`src/design/double_ended_queue_macros.svh`:
```
// Assertion macros for the double-ended queue.
// Each macro takes a label, the clock, the active-low reset and the check.
`ifndef DOUBLE_ENDED_QUEUE_MACROS_SVH
`define DOUBLE_ENDED_QUEUE_MACROS_SVH

`ifndef SYNTHESIS

`define DEQ_ASSERT(label, clk, rst_n, prop, msg) \
	label: assert property (@(posedge clk) disable iff (!rst_n) (prop)) else $error(msg);

`define DEQ_ASSERT_IMPL(label, clk, rst_n, ante, cons, msg) \
	label: assert property (@(posedge clk) disable iff (!rst_n) (ante) |-> (cons)) \
		else $error(msg);

`define DEQ_ASSERT_NEXT(label, clk, rst_n, ante, cons, msg) \
	label: assert property (@(posedge clk) disable iff (!rst_n) (ante) |=> (cons)) \
		else $error(msg);

`else

`define DEQ_ASSERT(label, clk, rst_n, prop, msg)
`define DEQ_ASSERT_IMPL(label, clk, rst_n, ante, cons, msg)
`define DEQ_ASSERT_NEXT(label, clk, rst_n, ante, cons, msg)

`endif

`endif

```
`src/design/deq_pkg.sv`:
```
// ----------------------------------------------------------------------------
// deq_pkg
// Types and constants shared by the double-ended queue modules.
// ----------------------------------------------------------------------------
`default_nettype none

package deq_pkg;

	localparam int DEPTH      = 64;
	localparam int DATA_WIDTH = 32;

	localparam int IDX_W = (DEPTH > 1) ? $clog2(DEPTH) : 1;
	localparam int CNT_W = $clog2(DEPTH + 1);
	localparam int POS_W = 6;
	localparam int CMP_W = (CNT_W > POS_W) ? CNT_W : POS_W;

	localparam int FUNC_W = 3;
	localparam int WORD_W = 32;
	localparam int LEN_W  = 7;

	localparam logic [FUNC_W-1:0] FN_PUSH_FRONT = 3'd0;
	localparam logic [FUNC_W-1:0] FN_PUSH_BACK  = 3'd1;
	localparam logic [FUNC_W-1:0] FN_POP_BACK   = 3'd2;
	localparam logic [FUNC_W-1:0] FN_PEEK_FRONT = 3'd3;
	localparam logic [FUNC_W-1:0] FN_PEEK_BACK  = 3'd4;
	localparam logic [FUNC_W-1:0] FN_GET        = 3'd5;
	localparam logic [FUNC_W-1:0] FN_CLEAR      = 3'd6;

	typedef struct packed {
		logic [FUNC_W-1:0] func;
		logic [WORD_W-1:0] data_in;
		logic [POS_W-1:0]  position;
	} req_t;

	typedef struct packed {
		logic              ok;
		logic [WORD_W-1:0] data_out;
		logic [LEN_W-1:0]  length;
	} rsp_t;

	// Broadcast from the controller to every cell
	typedef struct packed {
		logic                  shift;
		logic                  wr_en;
		logic [IDX_W-1:0]      wr_idx;
		logic [DATA_WIDTH-1:0] wdata;
		logic                  bus_en;
		logic [IDX_W-1:0]      rd_idx;
	} cell_ctl_t;

endpackage

`default_nettype wire

```
`src/design/deq_cell.sv`:
```
// ----------------------------------------------------------------------------
// deq_cell
// One element of the queue row plus one hop of the read chain.
// ----------------------------------------------------------------------------
`default_nettype none

module deq_cell (
	input  wire logic                           clk,
	input  wire deq_pkg::cell_ctl_t             ctl,
	input  wire logic [deq_pkg::IDX_W-1:0]      idx,
	input  wire logic [deq_pkg::DATA_WIDTH-1:0] left_data,
	input  wire logic [deq_pkg::DATA_WIDTH-1:0] right_bus,
	output logic      [deq_pkg::DATA_WIDTH-1:0] data,
	output logic      [deq_pkg::DATA_WIDTH-1:0] bus
);

	logic [deq_pkg::DATA_WIDTH-1:0] data_q;
	logic [deq_pkg::DATA_WIDTH-1:0] bus_q;

	// push front moves every element one place towards the back
	always_ff @(posedge clk) begin
		if (ctl.shift) begin
			data_q <= left_data;
		end else if (ctl.wr_en && (idx == ctl.wr_idx)) begin
			data_q <= ctl.wdata;
		end
	end

	// read chain: the selected cell injects its word, the rest pass theirs forward
	always_ff @(posedge clk) begin
		if (ctl.bus_en) begin
			bus_q <= (idx == ctl.rd_idx) ? data_q : right_bus;
		end
	end

	assign data = data_q;
	assign bus  = bus_q;

endmodule

`default_nettype wire

```
`src/design/deq_ctrl.sv`:
```
// ----------------------------------------------------------------------------
// deq_ctrl
// Request decode, element count and result register for the queue row.
// ----------------------------------------------------------------------------
`default_nettype none

`include "double_ended_queue_macros.svh"

module deq_ctrl (
	input  wire logic                           clk,
	input  wire logic                           arst_n,
	input  wire logic                           start,
	output logic                                busy,
	input  wire deq_pkg::req_t                  req,
	output logic                                strobe,
	output deq_pkg::rsp_t                       rsp,
	output deq_pkg::cell_ctl_t                  ctl,
	input  wire logic [deq_pkg::DATA_WIDTH-1:0] bus0
);

	typedef enum logic [1:0] {
		ST_IDLE,
		ST_READ,
		ST_FINISH
	} state_t;

	state_t                      state_q;
	logic                        busy_q;
	logic                        strobe_q;
	logic                        ok_q;
	logic [deq_pkg::WORD_W-1:0]  data_q;
	logic [deq_pkg::CNT_W-1:0]   count_q;
	logic [deq_pkg::IDX_W-1:0]   rd_idx_q;
	logic [deq_pkg::IDX_W-1:0]   hop_q;
	logic                        pop_q;

	logic                        accept;
	logic                        not_full;
	logic                        not_empty;
	logic                        pos_ok;
	logic                        imm_ok;
	logic                        rd_ok;
	logic [deq_pkg::IDX_W-1:0]   rd_tgt;
	logic [deq_pkg::CNT_W-1:0]   count_nxt;
	logic [deq_pkg::CNT_W-1:0]   last_pos;

	assign accept    = start && !busy_q;
	assign not_full  = count_q < deq_pkg::CNT_W'(deq_pkg::DEPTH);
	assign not_empty = count_q != '0;
	assign pos_ok    = deq_pkg::CMP_W'(req.position) < deq_pkg::CMP_W'(count_q);
	assign last_pos  = count_q - 1'b1;

	always_comb begin
		imm_ok    = 1'b0;
		rd_ok     = 1'b0;
		rd_tgt    = '0;
		count_nxt = count_q;
		unique case (req.func) inside
			deq_pkg::FN_PUSH_FRONT, deq_pkg::FN_PUSH_BACK: begin
				imm_ok = not_full;
				if (not_full) begin
					count_nxt = count_q + 1'b1;
				end
			end
			deq_pkg::FN_POP_BACK, deq_pkg::FN_PEEK_BACK: begin
				rd_ok  = not_empty;
				rd_tgt = deq_pkg::IDX_W'(last_pos);
			end
			deq_pkg::FN_PEEK_FRONT: begin
				rd_ok = not_empty;
			end
			deq_pkg::FN_GET: begin
				rd_ok  = pos_ok;
				rd_tgt = deq_pkg::IDX_W'(req.position);
			end
			deq_pkg::FN_CLEAR: begin
				imm_ok    = 1'b1;
				count_nxt = '0;
			end
			default: begin
				imm_ok = 1'b0;
			end
		endcase
	end

	always_comb begin
		ctl.shift  = accept && (req.func == deq_pkg::FN_PUSH_FRONT) && not_full;
		ctl.wr_en  = accept && (req.func == deq_pkg::FN_PUSH_BACK) && not_full;
		ctl.wr_idx = deq_pkg::IDX_W'(count_q);
		ctl.wdata  = deq_pkg::DATA_WIDTH'(req.data_in);
		ctl.bus_en = state_q == ST_READ;
		ctl.rd_idx = rd_idx_q;
	end

	always_ff @(posedge clk or negedge arst_n) begin
		if (!arst_n) begin
			state_q  <= ST_IDLE;
			busy_q   <= 1'b0;
			strobe_q <= 1'b0;
			ok_q     <= 1'b0;
			data_q   <= '0;
			count_q  <= '0;
			rd_idx_q <= '0;
			hop_q    <= '0;
			pop_q    <= 1'b0;
		end else begin
			strobe_q <= 1'b0;
			unique case (state_q)
				ST_IDLE: begin
					if (accept) begin
						if (rd_ok) begin
							state_q  <= ST_READ;
							busy_q   <= 1'b1;
							rd_idx_q <= rd_tgt;
							hop_q    <= rd_tgt;
							pop_q    <= req.func == deq_pkg::FN_POP_BACK;
						end else begin
							strobe_q <= 1'b1;
							ok_q     <= imm_ok;
							data_q   <= '0;
							count_q  <= count_nxt;
						end
					end
				end
				// word travels one cell per cycle towards cell 0
				ST_READ: begin
					if (hop_q == '0) begin
						state_q <= ST_FINISH;
					end else begin
						hop_q <= hop_q - 1'b1;
					end
				end
				ST_FINISH: begin
					state_q  <= ST_IDLE;
					busy_q   <= 1'b0;
					strobe_q <= 1'b1;
					ok_q     <= 1'b1;
					data_q   <= deq_pkg::WORD_W'(bus0);
					if (pop_q) begin
						count_q <= count_q - 1'b1;
					end
				end
				default: begin
					state_q <= ST_IDLE;
					busy_q  <= 1'b0;
				end
			endcase
		end
	end

	assign busy         = busy_q;
	assign strobe       = strobe_q;
	assign rsp.ok       = ok_q;
	assign rsp.data_out = data_q;
	assign rsp.length   = deq_pkg::LEN_W'(count_q);

	`DEQ_ASSERT_IMPL(a_fail_zero, clk, arst_n, strobe_q && !ok_q, data_q == '0, "failed result carries data")
	`DEQ_ASSERT_NEXT(a_hop_end, clk, arst_n, (state_q == ST_READ) && (hop_q == '0), (state_q == ST_FINISH) && busy_q, "read chain did not finish")
	`DEQ_ASSERT_NEXT(a_finish_out, clk, arst_n, state_q == ST_FINISH, strobe_q && ok_q && !busy_q, "read result not delivered")
	`DEQ_ASSERT_IMPL(a_busy_quiet, clk, arst_n, $rose(busy_q), !strobe_q, "result strobed on read start")
	`DEQ_ASSERT(a_count_max, clk, arst_n, count_q <= deq_pkg::CNT_W'(deq_pkg::DEPTH), "count beyond depth")

endmodule

`default_nettype wire

```
`src/design/double_ended_queue.sv`:
```
// ----------------------------------------------------------------------------
// double_ended_queue
// Bounded double-ended queue built as a row of element cells.
// ----------------------------------------------------------------------------
// A request (func, data_in, position in req) transfers at a rising edge with
// start high and busy low. Every request gives exactly one result on rsp,
// shown for one cycle with strobe high; the receiver cannot stall it.
// Cell i holds the element i places from the front. Push front shifts the
// whole row by one, push back writes the cell at the current length, clear
// only zeroes the count; each of these, and any failed request, answers in
// the cycle after the transfer and leaves busy low, so one is taken per cycle.
// Pop back, peek and get run a read chain: the selected cell puts its word on
// the chain and it moves one cell per cycle towards cell 0. Busy stays high
// while the word travels from cell p to the result register, p being the
// position read (0 for peek front, length-1 for the back). The result strobes
// in the cycle in which busy falls, and the next request can transfer in that same cycle.
// Reset clears the count, control and strobe; cell contents are not reset
// and need no clearing pass.
// ----------------------------------------------------------------------------
`default_nettype none

module double_ended_queue (
	input  wire logic          clk,
	input  wire logic          arst_n,
	input  wire logic          start,
	output logic               busy,
	input  wire deq_pkg::req_t req,
	output logic               strobe,
	output deq_pkg::rsp_t      rsp
);

	deq_pkg::cell_ctl_t             ctl;
	logic [deq_pkg::DATA_WIDTH-1:0] left_chain [deq_pkg::DEPTH+1];
	logic [deq_pkg::DATA_WIDTH-1:0] bus_chain  [deq_pkg::DEPTH+1];

	deq_ctrl u_ctrl (
		.clk    (clk),
		.arst_n (arst_n),
		.start  (start),
		.busy   (busy),
		.req    (req),
		.strobe (strobe),
		.rsp    (rsp),
		.ctl    (ctl),
		.bus0   (bus_chain[0])
	);

	// the front cell takes the pushed word, the far end of the chain reads zero
	assign left_chain[0]             = ctl.wdata;
	assign bus_chain[deq_pkg::DEPTH] = '0;

	for (genvar i = 0; i < deq_pkg::DEPTH; i++) begin : g_cell
		deq_cell u_cell (
			.clk       (clk),
			.ctl       (ctl),
			.idx       (deq_pkg::IDX_W'(i)),
			.left_data (left_chain[i]),
			.right_bus (bus_chain[i+1]),
			.data      (left_chain[i+1]),
			.bus       (bus_chain[i])
		);
	end

endmodule

`default_nettype wire
```
`config.mk`:
```
export PLATFORM = sky130hd
export DESIGN_NAME = double_ended_queue
export DESIGN_NICKNAME = d
export VERILOG_FILES = /design/src/design/deq_pkg.sv /design/src/design/deq_cell.sv /design/src/design/deq_ctrl.sv /design/src/design/double_ended_queue.sv
export VERILOG_INCLUDE_DIRS = /design/src /design/src/design
export SDC_FILE = /design/constraint.sdc
export NUM_CORES = 2
export LEC_CHECK = 0
export ABC_CLOCK_PERIOD_IN_PS = 50700
export BUFFER_PORTS_ARGS = -buffer_cell sky130_fd_sc_hd__buf_2
export CORE_MARGIN = 3
export CORE_UTILIZATION = 50
export CTS_CLUSTER_SIZE = 14
export DETAILED_ROUTE_END_ITERATION = 6
export HOLD_SLACK_MARGIN = 0.05
export PLACE_DENSITY = 0.66
export SYNTH_ARGS = -nofsm -noshare
export SYNTH_HDL_FRONTEND = slang
export SYNTH_HIERARCHICAL = 1
export SYNTH_SLANG_ARGS = --single-unit
```
`constraint.sdc`:
```
create_clock -name clk -period 50.7 [get_ports clk]
set_input_delay 12.675 -clock clk [delete_from_list [all_inputs] [get_ports clk]]
set_output_delay 12.675 -clock clk [all_outputs]
set_load 0.05 [all_outputs]
```
* Word level (Yosys, flattened, before mapping) *
Cells that the tools add are included.

cells by class
  $add $sub $neg = 3
  multiply operators = 0
  divide/modulo/power cells = 0
  magnitude comparators = 2
  eq/ne operators = 142
  shift operators = 0
  muxes and demuxes = 220
  bitwise logic cells = 1
  reduce and logical (&&, ||, !) cells = 151

operators with widths
  operator                                                            number
  32-bit two-way mux                                                  193
  6-bit == test, first input constant                                 64
  5-bit by 6-bit == test with 1-bit output, first input constant      32
  2-bit nonzero test                                                  66
  4-bit by 6-bit == test with 1-bit output, first input constant      16
  1-bit logical AND                                                   69
  32-bit one-hot mux with 2 select lines                              1
  3-bit by 6-bit == test with 1-bit output, first input constant      8
  7-bit two-way mux                                                   4
  7-bit one-hot mux with 2 select lines                               2
  2-bit by 6-bit == test with 1-bit output, first input constant      4
  6-bit one-hot mux with 2 select lines                               2
  6-bit logical NOT                                                   3
  6-bit two-way mux                                                   3
  1-bit by 6-bit == test with 1-bit output, first input constant      2
  3-bit AND reduction                                                 4
  1-bit one-hot mux with 2 select lines                               5
  3-bit == test, second input constant                                3
  2-bit by 1-bit != test with 1-bit output, second input constant     4
  7-bit by 1-bit adder with 7-bit output, second input constant       1
  6-bit by 7-bit less-than comparator with 1-bit output               1
  7-bit less-than comparator, second input constant                   1
  7-bit nonzero test                                                  1
  7-bit by 1-bit subtractor with 7-bit output, second input constant  1
  18 further kinds                                                    29

word-level totals
  flip-flop bits (word level) = 4153
  latch bits = 0
  bits in writable memories = 0
  memory bits (read-only) = 0
  input port bits = 44
  output and inout bits = 42
  logic and storage cells = 656
  memories = 0

* Depth between registers and ports, before layout *
  depth in word-level cells = 7
  depth in mapped cells = 9
  gate-level depth less buffers = 7

* Hierarchy *
Netlist, hierarchy kept.

modules (own cells, without submodules)
  module              instances  cells each  area an instance (µm²)  sequential area each (µm²)
  deq_cell            64         152         2841.5                  1921.8
  deq_ctrl            1          320         3258.1                  1426.4
  double_ended_queue  1          2           7.5                     0.0

* Worst setup path after synthesis *
Ideal clock, no wire load.

  path kind = flip-flop to flip-flop
  start = register u_ctrl.state_q[1]
  end = register u_ctrl/hop_q[5] (netlist bit)
  setup time = 125 ps
  arrival time = 44075 ps
  required time = 50575 ps
  path slack = 6500 ps
  stages on the path, launching flop included = 7
  buffers on the path = 0
  period minus slack after synthesis = 44200 ps
  cells stage by stage = dfrtp_1 -> inv_1 -> nand2_1 -> inv_1 -> nand4_1 -> a31o_2 -> a211o_1

RTL lines
  what                    RTL line         text
  start, declared         deq_ctrl.sv:27   state_t state_q;
  start signal, assigned  deq_ctrl.sv:97   state_q <= ST_IDLE;
  start signal, assigned  deq_ctrl.sv:112  state_q <= ST_READ;
  start signal, assigned  deq_ctrl.sv:128  state_q <= ST_FINISH;
  end signal, assigned    deq_ctrl.sv:115  hop_q <= rd_tgt;
  end signal, assigned    deq_ctrl.sv:130  hop_q <= hop_q - 1'b1;
  end, declared           deq_ctrl.sv:34   logic [deq_pkg::IDX_W-1:0] hop_q;

==> results.sh <==
export IMPL_p_seq_share_pct=50.6
export IMPL_rrSetupSlack_ns=42.18
export IMPL_worst_hold_path_endpoint="u_ctrl/data_q[24]"
export IMPL_setup_tns_ns=0
export IMPL_cap_violations=0
export IMPL_async_reset_ff_share_pct=1.373
export IMPL_num_io_pins=86
export IMPL_gp_congestion=0.8066
export IMPL_portBuffers=85
export IMPL_grt_start_max_net_pins=189
export IMPL_rsz0062_at_grt="no"
export IMPL_via_per_inst=5.659
export IMPL_synth_edf_count=4096
export IMPL_ys_seq_elements=4153
export IMPL_via_count=92590
export IMPL_slowest_delay_ns=0.97
export IMPL_timing_final_crit_period_ns=19.92
export IMPL_r2r_start="u_ctrl/count_q[6]"
export IMPL_powerDensity_nw_per_um2=48.09
export IMPL_fin_crit_sh_pct=39.29
export IMPL_status="completed"
export IMPL_final_core_util_pct=56.17
export IMPL_cts_max_level=5
export IMPL_synth_warnings=6
export IMPL_clk_latency_ns=0.98
export IMPL_p_switching_mw=2.660
export IMPL_postCtsSetupRepairBufs=0
export IMPL_ys_seq_area_share_pct=67.21
export IMPL_cp_data_arrival_time_ns=20.55
export IMPL_setup_worst_path_end_class="register"
export IMPL_p_clk_share_pct=30.7
export IMPL_avgSynthCellArea_um2=18.42
export IMPL_relSlewSlack_pct=12.71
export IMPL_internal_power_mw=7.257
export IMPL_root_buffer="clkbuf_16"
export IMPL_netlist_instances=10050
export IMPL_synthesis_area_um2=185100
export IMPL_first_global_vias=97740
export IMPL_synth_distinct_cells=61
export IMPL_core_um2=367200
export IMPL_synth_main_ff_cell="edfxtp_1"
export IMPL_cp_slowest_cell="buf_4"
export IMPL_r2r_cells=10
export IMPL_path_class="in -> reg"
export IMPL_power_total_mw=9.918
export IMPL_numCtsBuffers=428
export IMPL_cts_sinks=4153
export IMPL_wl_um=423100
export IMPL_crit_family="buffers and inverters"
export IMPL_final_net_count=11130
export IMPL_startpoint_type="input port"
export IMPL_initial_core_util_pct=50.41
export IMPL_cp_required_ns=51.33
export IMPL_ant_nets=0
export IMPL_worst_pin_slew_ns=1.309
export IMPL_ctsResizeCount=0
export IMPL_timing_fmax_mhz=50.20
export IMPL_antenna_found_initial=17
export IMPL_crit_buf_inv=8
export IMPL_drc=0
export IMPL_drt_pass1_iterations=5
export IMPL_hold_depth=1
export IMPL_wl_per_cell_um=25.86
export IMPL_clock_skew_ns=0.1013
export IMPL_layout_commonest_cell="edfxtp_1"
export IMPL_p_comb_share_pct=18.6
export IMPL_grt_pass1_wl_um=639500
export IMPL_cts_tree="yes"
export IMPL_grt_ovfl_total=0
export IMPL_grtUsageTotal_pct=21.95
export IMPL_cp_max_fo=183
export IMPL_setup_viol_count_final=0
export IMPL_timing_rr_end="g_cell[42].u_cell/data[15]"
export IMPL_p_sw_share_pct=26.82
export IMPL_ir_drop_mv=0.07723
export IMPL_die_y_um=614.5
export IMPL_hpwl_um=240100
export IMPL_min_path_type="reg -> reg"
export IMPL_drive_gt1_share_pct=43.23
export IMPL_die_w_um=614.5
export IMPL_cts_hold_buf=0
export IMPL_hold_violations=0
export IMPL_dieArea_um2=377600
export IMPL_power_leakage_nw=68.52
export IMPL_crit_path_frequent_cell="buf_4"
export IMPL_clk_pin_slew_worst_paths_ns=0.06
export IMPL_syn2layout_area_growth_pct=11.41
export IMPL_maxSlewViolCount=0
export IMPL_min_from="g_cell[0].u_cell/bus[24]"
export IMPL_final_cell_mix="edfxtp_1, mux2_2, conb_1"
export IMPL_rows=222
export IMPL_cts_buffer_depth=4
export IMPL_crit_path_cell_trace="buf_2, nor3_1, and3_4, buf_4, buf_4, buf_4, buf_4, buf_4, buf_12, buf_4, mux2_2"
export IMPL_drtIter0Drc=7927
[Yosys cell counts, types with 16 or more instances]
| master | instances | area, um^2 |
|---|---|---|
| a22o_1 | 35 | 306.5 |
| a41o_1 | 64 | 640.6 |
| buf_2 | 194 | 970.9 |
| buf_4 | 42 | 315.3 |
| buf_6 | 192 | 2162 |
| clkbuf_1 | 73 | 274.0 |
| dfrtp_1 | 57 | 1426 |
| edfxtp_1 | 4096 | 123000 |
| inv_1 | 16 | 60.06 |
| mux2_1 | 128 | 1441 |
| mux2_2 | 3972 | 44730 |
| nand2_1 | 19 | 71.32 |
| nand4_1 | 65 | 406.6 |
| nor2_1 | 76 | 285.3 |
| nor3_1 | 69 | 345.3 |
| nor3_4 | 64 | 1041 |
| xnor2_1 | 321 | 2811 |
| xor2_1 | 449 | 3933 |
[power by group through the flow]
stage,registers (mW),logic [mW],clock network (mW)
floorplan,6.27,1.30,0
global placement,5.09,1.81,0
detailed placement,5.09,1.85,0
CTS,5.03,1.87,3.12
global route,5.08,1.99,3.25
finish,5.02,1.85,3.05
[layer usage]
layer / wire [um] / vias to the layer above / global-route usage (%)
li1: - / 40660 / -
met1: 188800 / 48840 / 31.65
met2: 202400 / 2491 / 35.59
met3: 21690 / 604 / 2.568
met4: 10250 / 0 / 5.566
met5: 0 / - / 0
[worst max path at each step]
| stage | from | to | slack, ns | cells past startpoint |
|---|---|---|---|---|
| floorplan | u_ctrl/state_q[1] | u_ctrl/hop_q[5] | 6.50 | 6 |
| global placement | req[40] | g_cell[41].u_cell/data[16] | 30.14 | 11 |
| detailed placement | req[40] | g_cell[42].u_cell/data[15] | 30.05 | 11 |
| CTS | req[40] | g_cell[42].u_cell/data[15] | 31.01 | 11 |
| global route | req[40] | g_cell[41].u_cell/data[9] | 30.58 | 11 |
| finish | req[40] | g_cell[42].u_cell/data[15] | 30.78 | 11 |
[per-stage QoR]
stage | hold slack, ns | cells | cell area (um^2) | setup WS (ns)
floorplan | 0.4491 | 10850 | 188100 | 6.500
global placement | 0.4585 | 15570 | 192900 | 30.14
detailed placement | 0.4598 | 15570 | 192900 | 30.05
CTS | 0.4790 | 16350 | 206200 | 31.01
global route | 0.4871 | 16360 | 206200 | 30.58
finish | 0.4751 | 16360 | 206200 | 30.78
[sequential cells by signal (all words and copies together) (netlist names)]
name,flops
u_ctrl/busy,1
g_cell.u_cell/data,2048
u_ctrl/hop_q,6
u_ctrl/strobe,1
u_ctrl/pop_q,1
u_ctrl/ok_q,1
u_ctrl/rd_idx_q,6
u_ctrl/count_q,7
u_ctrl/state_q,2
u_ctrl/data_q,32
g_cell.u_cell/bus,2048
[cell families after synthesis]
kind of cell	synth area share, %
simple gates	1.292
fa+ha+maj	0.06759
other cells	0.004057
xor+xnor	3.643
flops	67.21
buf+inv	2.045
mux	24.96
compound gates	0.7786
[final cells by class]
class                           count  area [um^2]
Antenna cell                       12        30.03
Tap cell                         4928         6166
Fill cell                       28010       161000
Timing Repair Buffer              300         2232
Sequential cell                  4153       124500
Inverter                           16        67.56
Clock inverter                    222         1991
Clock buffer                      554        11370
Multi-Input combinational cell   6177        59920
Note: power is estimated with default switching activity, not from simulation.
